===== src/hw/rtl/far_pkg.sv =====
// Shared widths, operation codes and handshake structs for the fraction
// arithmetic block. No dependencies; used by every module under hw/rtl.
package far_pkg;

   localparam int OPERAND_WIDTH = 16;
   localparam int PROD_W        = 2 * OPERAND_WIDTH;
   localparam int RAW_W         = PROD_W + 1;
   localparam int MAG_W         = PROD_W;
   localparam int RES_W         = 33;
   localparam int SHIFT_W       = $clog2(MAG_W);

   localparam logic [1:0] FUNC_ADD = 2'd0;
   localparam logic [1:0] FUNC_SUB = 2'd1;
   localparam logic [1:0] FUNC_MUL = 2'd2;
   localparam logic [1:0] FUNC_DIV = 2'd3;

   localparam logic signed [RES_W-1:0] RES_ONE = RES_W'(1);

   typedef struct packed {
      logic             start;
      logic [MAG_W-1:0] a;
      logic [MAG_W-1:0] b;
   } gcd_req_type;

   typedef struct packed {
      logic             done;
      logic [MAG_W-1:0] g;
   } gcd_rsp_type;

   typedef struct packed {
      logic             start;
      logic [MAG_W-1:0] divisor;
      logic [MAG_W-1:0] num_mag;
      logic [MAG_W-1:0] den_mag;
   } div_req_type;

   typedef struct packed {
      logic             done;
      logic [MAG_W-1:0] q_num;
      logic [MAG_W-1:0] q_den;
   } div_rsp_type;

endpackage


===== src/hw/rtl/far_gcd.sv =====
// Binary greatest common divisor of two nonzero magnitudes, one shift or one
// compare-and-subtract per cycle. Depends on far_pkg.
module far_gcd (
   input  logic              clock,
   input  logic              reset,
   input  far_pkg::gcd_req_type gcd_req,
   output far_pkg::gcd_rsp_type gcd_rsp
);
   import far_pkg::*;

   typedef enum logic [3:0] {
      G_IDLE   = 4'b0001,
      G_COMMON = 4'b0010,
      G_STRIP  = 4'b0100,
      G_LOOP   = 4'b1000
   } gcd_state_type;

   gcd_state_type        state_ff, state_in;
   logic [MAG_W-1:0]     a_ff, a_in, b_ff, b_in, g_ff, g_in;
   logic [SHIFT_W-1:0]   k_ff, k_in;
   logic                 done_ff, done_in;

   always_comb begin
      state_in = state_ff;
      a_in     = a_ff;
      b_in     = b_ff;
      k_in     = k_ff;
      g_in     = g_ff;
      done_in  = 1'b0;
      case (state_ff)
         G_IDLE: begin
            if (gcd_req.start) begin
               a_in     = gcd_req.a;
               b_in     = gcd_req.b;
               k_in     = '0;
               state_in = G_COMMON;
            end
         end
         G_COMMON: begin
            // Pull out the power of two shared by both values.
            if (!(a_ff[0] | b_ff[0])) begin
               a_in = a_ff >> 1;
               b_in = b_ff >> 1;
               k_in = k_ff + SHIFT_W'(1);
            end else begin
               state_in = G_STRIP;
            end
         end
         G_STRIP: begin
            if (!a_ff[0]) begin
               a_in = a_ff >> 1;
            end else begin
               state_in = G_LOOP;
            end
         end
         G_LOOP: begin
            // a stays odd; b is made odd, then the smaller is subtracted.
            if (b_ff == '0) begin
               g_in     = a_ff << k_ff;
               done_in  = 1'b1;
               state_in = G_IDLE;
            end else if (!b_ff[0]) begin
               b_in = b_ff >> 1;
            end else if (a_ff > b_ff) begin
               a_in = b_ff;
               b_in = a_ff - b_ff;
            end else begin
               b_in = b_ff - a_ff;
            end
         end
         default: begin
            state_in = G_IDLE;
         end
      endcase
   end

   always_ff @(posedge clock) begin
      if (reset) begin
         state_ff <= G_IDLE;
         done_ff  <= 1'b0;
      end else begin
         state_ff <= state_in;
         done_ff  <= done_in;
      end
   end

   always_ff @(posedge clock) begin
      a_ff <= a_in;
      b_ff <= b_in;
      k_ff <= k_in;
      g_ff <= g_in;
   end

   assign gcd_rsp.done = done_ff;
   assign gcd_rsp.g    = g_ff;

endmodule


===== src/hw/rtl/far_div.sv =====
// Restoring divider that divides numerator and denominator magnitudes by the
// same divisor, one quotient bit per cycle in each lane. Depends on far_pkg.
module far_div (
   input  logic              clock,
   input  logic              reset,
   input  far_pkg::div_req_type div_req,
   output far_pkg::div_rsp_type div_rsp
);
   import far_pkg::*;

   logic                 busy_ff, busy_in, done_ff, done_in;
   logic [SHIFT_W-1:0]   cnt_ff, cnt_in;
   logic [MAG_W-1:0]     divisor_ff, divisor_in;
   logic [MAG_W-1:0]     qn_ff, qn_in, qd_ff, qd_in;
   logic [MAG_W-1:0]     rn_ff, rn_in, rd_ff, rd_in;
   logic [2*MAG_W-1:0]   step_n, step_d;

   // One restoring step: returns the new remainder and the shifted quotient.
   function automatic logic [2*MAG_W-1:0] div_step(input logic [MAG_W-1:0] rem,
                                                   input logic [MAG_W-1:0] quo,
                                                   input logic [MAG_W-1:0] dvs);
      logic [MAG_W:0] shifted;
      logic [MAG_W:0] trial;
      shifted = {rem, quo[MAG_W-1]};
      trial   = shifted - {1'b0, dvs};
      if (trial[MAG_W]) begin
         div_step = {shifted[MAG_W-1:0], quo[MAG_W-2:0], 1'b0};
      end else begin
         div_step = {trial[MAG_W-1:0], quo[MAG_W-2:0], 1'b1};
      end
   endfunction

   assign step_n = div_step(rn_ff, qn_ff, divisor_ff);
   assign step_d = div_step(rd_ff, qd_ff, divisor_ff);

   always_comb begin
      busy_in    = busy_ff;
      done_in    = 1'b0;
      cnt_in     = cnt_ff;
      divisor_in = divisor_ff;
      qn_in      = qn_ff;
      qd_in      = qd_ff;
      rn_in      = rn_ff;
      rd_in      = rd_ff;
      if (!busy_ff) begin
         if (div_req.start) begin
            busy_in    = 1'b1;
            cnt_in     = '0;
            divisor_in = div_req.divisor;
            qn_in      = div_req.num_mag;
            qd_in      = div_req.den_mag;
            rn_in      = '0;
            rd_in      = '0;
         end
      end else begin
         {rn_in, qn_in} = step_n;
         {rd_in, qd_in} = step_d;
         cnt_in         = cnt_ff + SHIFT_W'(1);
         if (cnt_ff == SHIFT_W'(MAG_W - 1)) begin
            busy_in = 1'b0;
            done_in = 1'b1;
         end
      end
   end

   always_ff @(posedge clock) begin
      if (reset) begin
         busy_ff <= 1'b0;
         done_ff <= 1'b0;
      end else begin
         busy_ff <= busy_in;
         done_ff <= done_in;
      end
   end

   always_ff @(posedge clock) begin
      cnt_ff     <= cnt_in;
      divisor_ff <= divisor_in;
      qn_ff      <= qn_in;
      qd_ff      <= qd_in;
      rn_ff      <= rn_in;
      rd_ff      <= rd_in;
   end

   assign div_rsp.done  = done_ff;
   assign div_rsp.q_num = qn_ff;
   assign div_rsp.q_den = qd_ff;

endmodule


===== src/hw/rtl/fraction_arithmetic_reduce.sv =====
// Fraction add/subtract/multiply/divide with reduction by the gcd.
// One request at a time: three products on the shared multiplier, then S_SUM and
// S_CHK form and test the raw values, then the binary gcd loop (its length set by
// the operand bit patterns) and the restoring divider; a zero raw value or a
// divide by zero skips both. Synchronous reset returns the sequencer to idle.
module fraction_arithmetic_reduce (
   input  logic                                         clock,
   input  logic                                         reset,
   input  logic                                         req_valid,
   output logic                                         req_ready,
   input  logic [1:0]                                   req_func,
   input  logic signed [far_pkg::OPERAND_WIDTH-1:0]     req_a_num,
   input  logic signed [far_pkg::OPERAND_WIDTH-1:0]     req_a_den,
   input  logic signed [far_pkg::OPERAND_WIDTH-1:0]     req_b_num,
   input  logic signed [far_pkg::OPERAND_WIDTH-1:0]     req_b_den,
   output logic                                         rsp_valid,
   input  logic                                         rsp_ready,
   output logic signed [far_pkg::RES_W-1:0]             rsp_res_num,
   output logic signed [far_pkg::RES_W-1:0]             rsp_res_den,
   output logic                                         rsp_div_zero
);
   import far_pkg::*;

   typedef enum logic [6:0] {
      S_IDLE = 7'b0000001,
      S_MUL  = 7'b0000010,
      S_SUM  = 7'b0000100,
      S_CHK  = 7'b0001000,
      S_GCD  = 7'b0010000,
      S_DIV  = 7'b0100000,
      S_OUT  = 7'b1000000
   } seq_state_type;

   seq_state_type                     state_ff, state_in;
   logic [1:0]                        mul_cnt_ff, mul_cnt_in;
   logic [1:0]                        func_ff;
   logic signed [OPERAND_WIDTH-1:0]   an_ff, ad_ff, bn_ff, bd_ff;
   logic signed [OPERAND_WIDTH-1:0]   op_x, op_y;
   logic signed [PROD_W-1:0]          prod;
   logic signed [PROD_W-1:0]          p0_ff, p1_ff, pd_ff;
   logic signed [RAW_W-1:0]           n_ff, n_in, d_ff, d_in;
   logic [MAG_W-1:0]                  n_mag, d_mag;
   logic signed [RAW_W-1:0]           qn_s, qd_s;
   logic signed [RES_W-1:0]           res_num_ff, res_num_in, res_den_ff, res_den_in;
   logic                              div_zero_ff, div_zero_in;
   logic                              req_fire;
   gcd_req_type                       gcd_req;
   gcd_rsp_type                       gcd_rsp;
   div_req_type                       div_req;
   div_rsp_type                       div_rsp;

   assign req_ready = (state_ff == S_IDLE);
   assign rsp_valid = (state_ff == S_OUT);
   assign req_fire  = req_valid && req_ready;

   // Operand pairs for the three products, chosen per operation.
   always_comb begin
      op_x = ad_ff;
      op_y = bd_ff;
      case (mul_cnt_ff)
         2'd0: begin
            case (func_ff)
               FUNC_ADD: begin op_x = ad_ff; op_y = bn_ff; end
               FUNC_MUL: begin op_x = an_ff; op_y = bn_ff; end
               default:  begin op_x = an_ff; op_y = bd_ff; end
            endcase
         end
         2'd1: begin
            if (func_ff == FUNC_ADD) begin
               op_x = an_ff;
               op_y = bd_ff;
            end else begin
               op_x = ad_ff;
               op_y = bn_ff;
            end
         end
         default: begin
            if (func_ff == FUNC_DIV) begin
               op_x = ad_ff;
               op_y = bn_ff;
            end else begin
               op_x = ad_ff;
               op_y = bd_ff;
            end
         end
      endcase
   end

   assign prod = op_x * op_y;

   always_comb begin
      case (func_ff)
         FUNC_ADD: n_in = RAW_W'(p0_ff) + RAW_W'(p1_ff);
         FUNC_SUB: n_in = RAW_W'(p0_ff) - RAW_W'(p1_ff);
         default:  n_in = RAW_W'(p0_ff);
      endcase
      d_in = RAW_W'(pd_ff);
   end

   assign n_mag = n_ff[RAW_W-1] ? MAG_W'(-n_ff) : MAG_W'(n_ff);
   assign d_mag = d_ff[RAW_W-1] ? MAG_W'(-d_ff) : MAG_W'(d_ff);

   assign gcd_req.start = (state_ff == S_CHK) && !(func_ff == FUNC_DIV && d_ff == '0)
                          && (n_ff != '0) && (d_ff != '0);
   assign gcd_req.a     = n_mag;
   assign gcd_req.b     = d_mag;

   assign div_req.start   = (state_ff == S_GCD) && gcd_rsp.done;
   assign div_req.divisor = gcd_rsp.g;
   assign div_req.num_mag = n_mag;
   assign div_req.den_mag = d_mag;

   assign qn_s = signed'({1'b0, div_rsp.q_num});
   assign qd_s = signed'({1'b0, div_rsp.q_den});

   always_comb begin
      state_in    = state_ff;
      mul_cnt_in  = mul_cnt_ff;
      res_num_in  = res_num_ff;
      res_den_in  = res_den_ff;
      div_zero_in = div_zero_ff;
      case (state_ff)
         S_IDLE: begin
            if (req_fire) begin
               mul_cnt_in = '0;
               state_in   = S_MUL;
            end
         end
         S_MUL: begin
            mul_cnt_in = mul_cnt_ff + 2'd1;
            if (mul_cnt_ff == 2'd2) begin
               state_in = S_SUM;
            end
         end
         S_SUM: begin
            state_in = S_CHK;
         end
         S_CHK: begin
            div_zero_in = 1'b0;
            if (func_ff == FUNC_DIV && d_ff == '0) begin
               res_num_in  = '0;
               res_den_in  = RES_ONE;
               div_zero_in = 1'b1;
               state_in    = S_OUT;
            end else if (n_ff == '0 || d_ff == '0) begin
               // A zero raw value skips the gcd; a zero numerator gets a unit denominator.
               res_num_in = RES_W'(n_ff);
               res_den_in = (n_ff == '0) ? RES_ONE : RES_W'(d_ff);
               state_in   = S_OUT;
            end else begin
               state_in = S_GCD;
            end
         end
         S_GCD: begin
            if (gcd_rsp.done) begin
               state_in = S_DIV;
            end
         end
         S_DIV: begin
            if (div_rsp.done) begin
               res_num_in = RES_W'(n_ff[RAW_W-1] ? -qn_s : qn_s);
               res_den_in = RES_W'(d_ff[RAW_W-1] ? -qd_s : qd_s);
               state_in   = S_OUT;
            end
         end
         S_OUT: begin
            if (rsp_ready) begin
               state_in = S_IDLE;
            end
         end
         default: begin
            state_in = S_IDLE;
         end
      endcase
   end

   always_ff @(posedge clock) begin
      if (reset) begin
         state_ff <= S_IDLE;
      end else begin
         state_ff <= state_in;
      end
   end

   always_ff @(posedge clock) begin
      mul_cnt_ff  <= mul_cnt_in;
      res_num_ff  <= res_num_in;
      res_den_ff  <= res_den_in;
      div_zero_ff <= div_zero_in;
      if (req_fire) begin
         func_ff <= req_func;
         an_ff   <= req_a_num;
         ad_ff   <= req_a_den;
         bn_ff   <= req_b_num;
         bd_ff   <= req_b_den;
      end
      if (state_ff == S_MUL) begin
         case (mul_cnt_ff)
            2'd0:    p0_ff <= prod;
            2'd1:    p1_ff <= prod;
            default: pd_ff <= prod;
         endcase
      end
      if (state_ff == S_SUM) begin
         n_ff <= n_in;
         d_ff <= d_in;
      end
   end

   far_gcd u_gcd (
      .clock   (clock),
      .reset   (reset),
      .gcd_req (gcd_req),
      .gcd_rsp (gcd_rsp)
   );

   far_div u_div (
      .clock   (clock),
      .reset   (reset),
      .div_req (div_req),
      .div_rsp (div_rsp)
   );

   assign rsp_res_num  = res_num_ff;
   assign rsp_res_den  = res_den_ff;
   assign rsp_div_zero = div_zero_ff;

   // A zero numerator always comes with a unit denominator.
   a_zero_num_unit_den : assert property (@(posedge clock) disable iff (reset)
      (rsp_valid && rsp_res_num == '0) |-> (rsp_res_den == RES_ONE))
      else $error("zero numerator without unit denominator");

   a_div_zero_result : assert property (@(posedge clock) disable iff (reset)
      (rsp_valid && rsp_div_zero) |-> (rsp_res_num == '0 && func_ff == FUNC_DIV))
      else $error("divide-by-zero flag with a nonzero result");

   a_one_request : assert property (@(posedge clock) disable iff (reset)
      req_fire |=> !req_ready)
      else $error("second request taken while one is in flight");

   a_no_overlap : assert property (@(posedge clock) disable iff (reset)
      !(req_ready && rsp_valid))
      else $error("ready for a request while a result is pending");

endmodule


===== config.mk =====
export PLATFORM = sky130hd
export DESIGN_NAME = fraction_arithmetic_reduce
export DESIGN_NICKNAME = d
export VERILOG_FILES = /design/src/hw/rtl/far_pkg.sv /design/src/hw/rtl/far_gcd.sv /design/src/hw/rtl/far_div.sv /design/src/hw/rtl/fraction_arithmetic_reduce.sv
export SDC_FILE = /design/constraint.sdc
export NUM_CORES = 2
export LEC_CHECK = 0
export BUFFER_PORTS_ARGS = -buffer_cell sky130_fd_sc_hd__buf_2
export CORE_MARGIN = 4
export CORE_UTILIZATION = 35
export DETAILED_ROUTE_END_ITERATION = 12
export MAX_ROUTING_LAYER = met4
export PLACE_DENSITY = 0.61
export SLEW_MARGIN = 40
export SYNTH_ARGS = -nofsm -noshare
export SYNTH_HDL_FRONTEND = slang
export SYNTH_SLANG_ARGS = --single-unit

===== constraint.sdc =====
create_clock -name clock -period 9.8 [get_ports clock]
set_clock_uncertainty 0.05 [all_clocks]
set_input_delay 0 -clock clock [delete_from_list [all_inputs] [get_ports clock]]
set_output_delay 0 -clock clock [all_outputs]
set_load 0.05 [all_outputs]

==> metrics list <==
- Run status: complete, no violations
* Antenna violations before repair: 4
* Number of register bits inferred by synthesis: between 500 and 600
* Clk slew on worst S/H paths: 0.06 ns
- Main flop type after synthesis: edfxtp_1
- HPWL Detailed: between 100000 and 150000 µm
* CTS H-Tree Depth: 3
- Maximum buffer depth of the clock tree: 3
- In this run the count of I/O pins placed on the die edge is approximately 140.
* Cell repeated most along the worst path: inv_1
- Routed wirelength normalized by instance count: just over 20 µm
- Vias/cell: between 5 and 6
- During placement, the flow inserted port buffers numbering between 100 and 150.
- Number of synthesized flops with an enable pin: 562
* Total gr overflow: 0
- CTS resizes: 0
* RSZ-0062 raised after global routing: false
- Fraction of layout cells with a size suffix above 1: 8.88%
- The floorplan step defined a die boundary enclosing 133000 µm².
- Final max-slew violation count: 0
- Hold Buf Count CTS: approximately 130
- Async set or reset register ratio after synthesis: 0%
- Clock latency at the later pin of the worst-skew pair: just under 0.7 ns
- Total negative slack: 0 ns
- Global routing used around a fifth of the available tracks.
* Die X: roughly 370 µm
- In this run the mean area of a mapped cell was roughly 10 µm².
- Cell area after synthesis: between 40000 and 50000 µm²
- In this run the standard cell core region covers approximately 130000 µm².
- For this run, design rule violations remaining after detail routing come to 0.
- Synthesis produced a netlist with a net count of approximately 5000.
* Number of distinct library cell variants in the gate-level netlist after synthesis: between 90 and 100
* Post-layout nets: approximately 5300
- After detailed routing, the total wire length is roughly 130000 µm.
- Post-CTS timing repair inserted 0 buffers for setup.
- Entering global routing, the biggest net connects between 90 and 100 pins.
- 0 antenna diodes ended up in the layout.
- Critical path's top delay family: adder cells
* Clk sink count: 576
* Critical Path Max Stage Delay: approximately 0.57 ns
- FMAX: 0.117 GHz
- Global-route wire length before repair: approximately 200000 µm
- During synthesis, Yosys emitted a total of 0 warnings.
- TritonCTS buffer count: 68
- Sort of element at the end of the critical path: flop
- Setup violators final: 0
- The die is 365 µm tall.
- Time the worst path needs with I/O delays and setup: 8.58 ns
- Hold/Removal Path Class: input port to flop
- Clock tree from TritonCTS: built
- In this run the remaining antenna-violating nets after routing total 0.
* CP bufs+invs: 8
* Total number of placement rows: 130
- Number of fill cells: about 12000
* Worst-path fanout max: 17
- At the end of routability-driven placement, the weighted congestion stood at 0.962.
* Data arrival time of the worst path: around 8.9 ns
- Cell type of the slowest stage on the worst timing path: a22o_1
* Class of the most critical setup path: flop to flop
- In the synthesized netlist, the number of instances is between 4000 and 5000.
* Worst Max-Slew Pin Slew: between 0.8 and 0.9 ns
* First-pass detailed-route iteration total: 6
- The via count of the first global-routing pass was approximately 34000.
- Worst setup SP type: flop
- Relative to the synthesized area, the layout overhead comes to 13.9%.
* Buffer cell driving the clock tree root: clkbuf_16
- Of the available clock period, the critical path in the final layout requires between 80 and 90%.
* Total number of vias: about 34000
* Critical path required time: 10.11 ns
- The tool flagged a number of max-cap violations equal to 0.
- Headroom to the max-slew limit came out at approximately two fifths.
- Hold Violations, Final: 0
- The share of the Yosys chip area taken by registers is between 30% and 40%.
- Once the floorplan was initialized, standard cells occupied between 30% and 40% of the core.
- After the first detailed-routing iteration, the DRC count stood at approximately 3000.
==> routing by layer <==
layer	global-route usage (%)	wire [µm]	up-vias
li1	-	-	16139
met1	25.5	55600	16666
met2	33.3	63200	1088
met3	2.85	7780	211
met4	6.65	4700	0
met5	-	0	-
==> state kept, by name (all words and copies together) (netlist names), 32 cells and up <==
name              flops
u_div.divisor_ff     32
u_gcd.a_ff           32
p1_ff                32
p0_ff                32
u_div.rd_ff          32
rsp_res_num          33
pd_ff                32
rsp_res_den          33
u_div.rn_ff          32
u_gcd.g_ff           32
u_div.qn_ff          32
u_div.qd_ff          32
u_gcd.b_ff           32
d_ff                 32
n_ff                 33
==> layout by cell type, fill, tap and decap left out, types with 23 or more instances in the layout <==
cell type        n
nor3_1          51
clkbuf_16       68
nand2b_1        30
a22oi_1         66
nor2b_1         33
o31ai_1         41
edfxtp_1       562
a22o_1          29
o21ai_0        288
buf_4           46
nand2_1        402
fa_1           267
mux2i_1         94
xnor2_1        155
a211oi_1        44
dlygate4sd3_1  134
o21bai_1        26
nor2_1         412
a21oi_1        256
inv_1          462
or3_1           38
buf_2          144
or2_2           24
xor2_1         143
ha_1           253
o221ai_1        23
o22ai_1         24
a21o_1          74
nand3_1         74
==> layout make-up <==
cell class / instances / area (µm²) / share of cell area [%]
clock buffers: 78 / 1740 / 3.42
multi-input cells: 3221 / 25100 / 49.3
well taps: 1650 / 2060 / 4.06
flip-flops and latches: 576 / 17200 / 33.8
repair buffers: 330 / 2470 / 4.86
clock inverters: 45 / 573 / 1.13
inverters: 468 / 1760 / 3.47
==> metrics by stage <==
step / area, µm² / cells / util [%] / hold WS (ns) / setup slack [ns]
floorplan: 44600 / 4452 / - / 0.0457 / 2.39
global placement: 47100 / 6103 / 37.3 / 0.126 / 1.41
detailed placement: 47100 / 6108 / 37.4 / 0.128 / 1.29
CTS: 50800 / 6365 / 40.3 / 0.0456 / 1.24
global route: 50800 / 6368 / 40.3 / 0.0812 / 0.724
finish: 50800 / 6368 / 40.3 / 0.0962 / 1.22
==> kinds of logic after synthesis <==
logic type                 Yosys count  synth area share, %
buffers and inverters              655                 5.69
adders and majority gates          520                 19.1
xor gates and xnor gates           299                 5.87
AOI/OAI and AO/OA                 1059                 15.3
muxes                              122                 3.12
DFF                                576                 38.5
and+or+nand+nor                   1221                 12.5
==> cell usage after synthesis, types with 24 or more instances <==
| cell | count | area, µm² |
|---|---|---|
| a211oi_1 | 44 | 330 |
| a21o_1 | 74 | 556 |
| a21oi_1 | 259 | 1300 |
| a22o_1 | 30 | 263 |
| a22oi_1 | 68 | 510 |
| clkbuf_1 | 138 | 518 |
| edfxtp_1 | 562 | 16900 |
| fa_1 | 267 | 5350 |
| ha_1 | 253 | 3170 |
| inv_1 | 465 | 1750 |
| mux2i_1 | 94 | 941 |
| nand2_1 | 404 | 1520 |
| nand2b_1 | 30 | 188 |
| nand3_1 | 74 | 370 |
| nor2_1 | 417 | 1570 |
| nor2b_1 | 33 | 206 |
| nor3_1 | 56 | 280 |
| o21ai_0 | 291 | 1460 |
| o21bai_1 | 26 | 195 |
| o221ai_1 | 24 | 210 |
| o22ai_1 | 24 | 150 |
| o31ai_1 | 41 | 308 |
| or2_2 | 24 | 150 |
| or3_1 | 39 | 244 |
| xnor2_1 | 155 | 1360 |
| xor2_1 | 144 | 1260 |
==> worst paths after layout <==
path | from | to | slack [ns] | depth (start not counted)
setup / recovery | mul_cnt_ff[0] | p1_ff[31] | 1.22 | 30
setup reg to reg | mul_cnt_ff[0] | p1_ff[31] | 1.22 | 30
hold / removal | req_func[0] | func_ff[0] | 0.1 | 2
hold reg to reg | u_gcd.g_ff[31] | u_div.divisor_ff[31] | 0.36 | 0
Power is not shown: default switching activity piles up to over one toggle a cycle in this logic, so the estimate is an artifact.
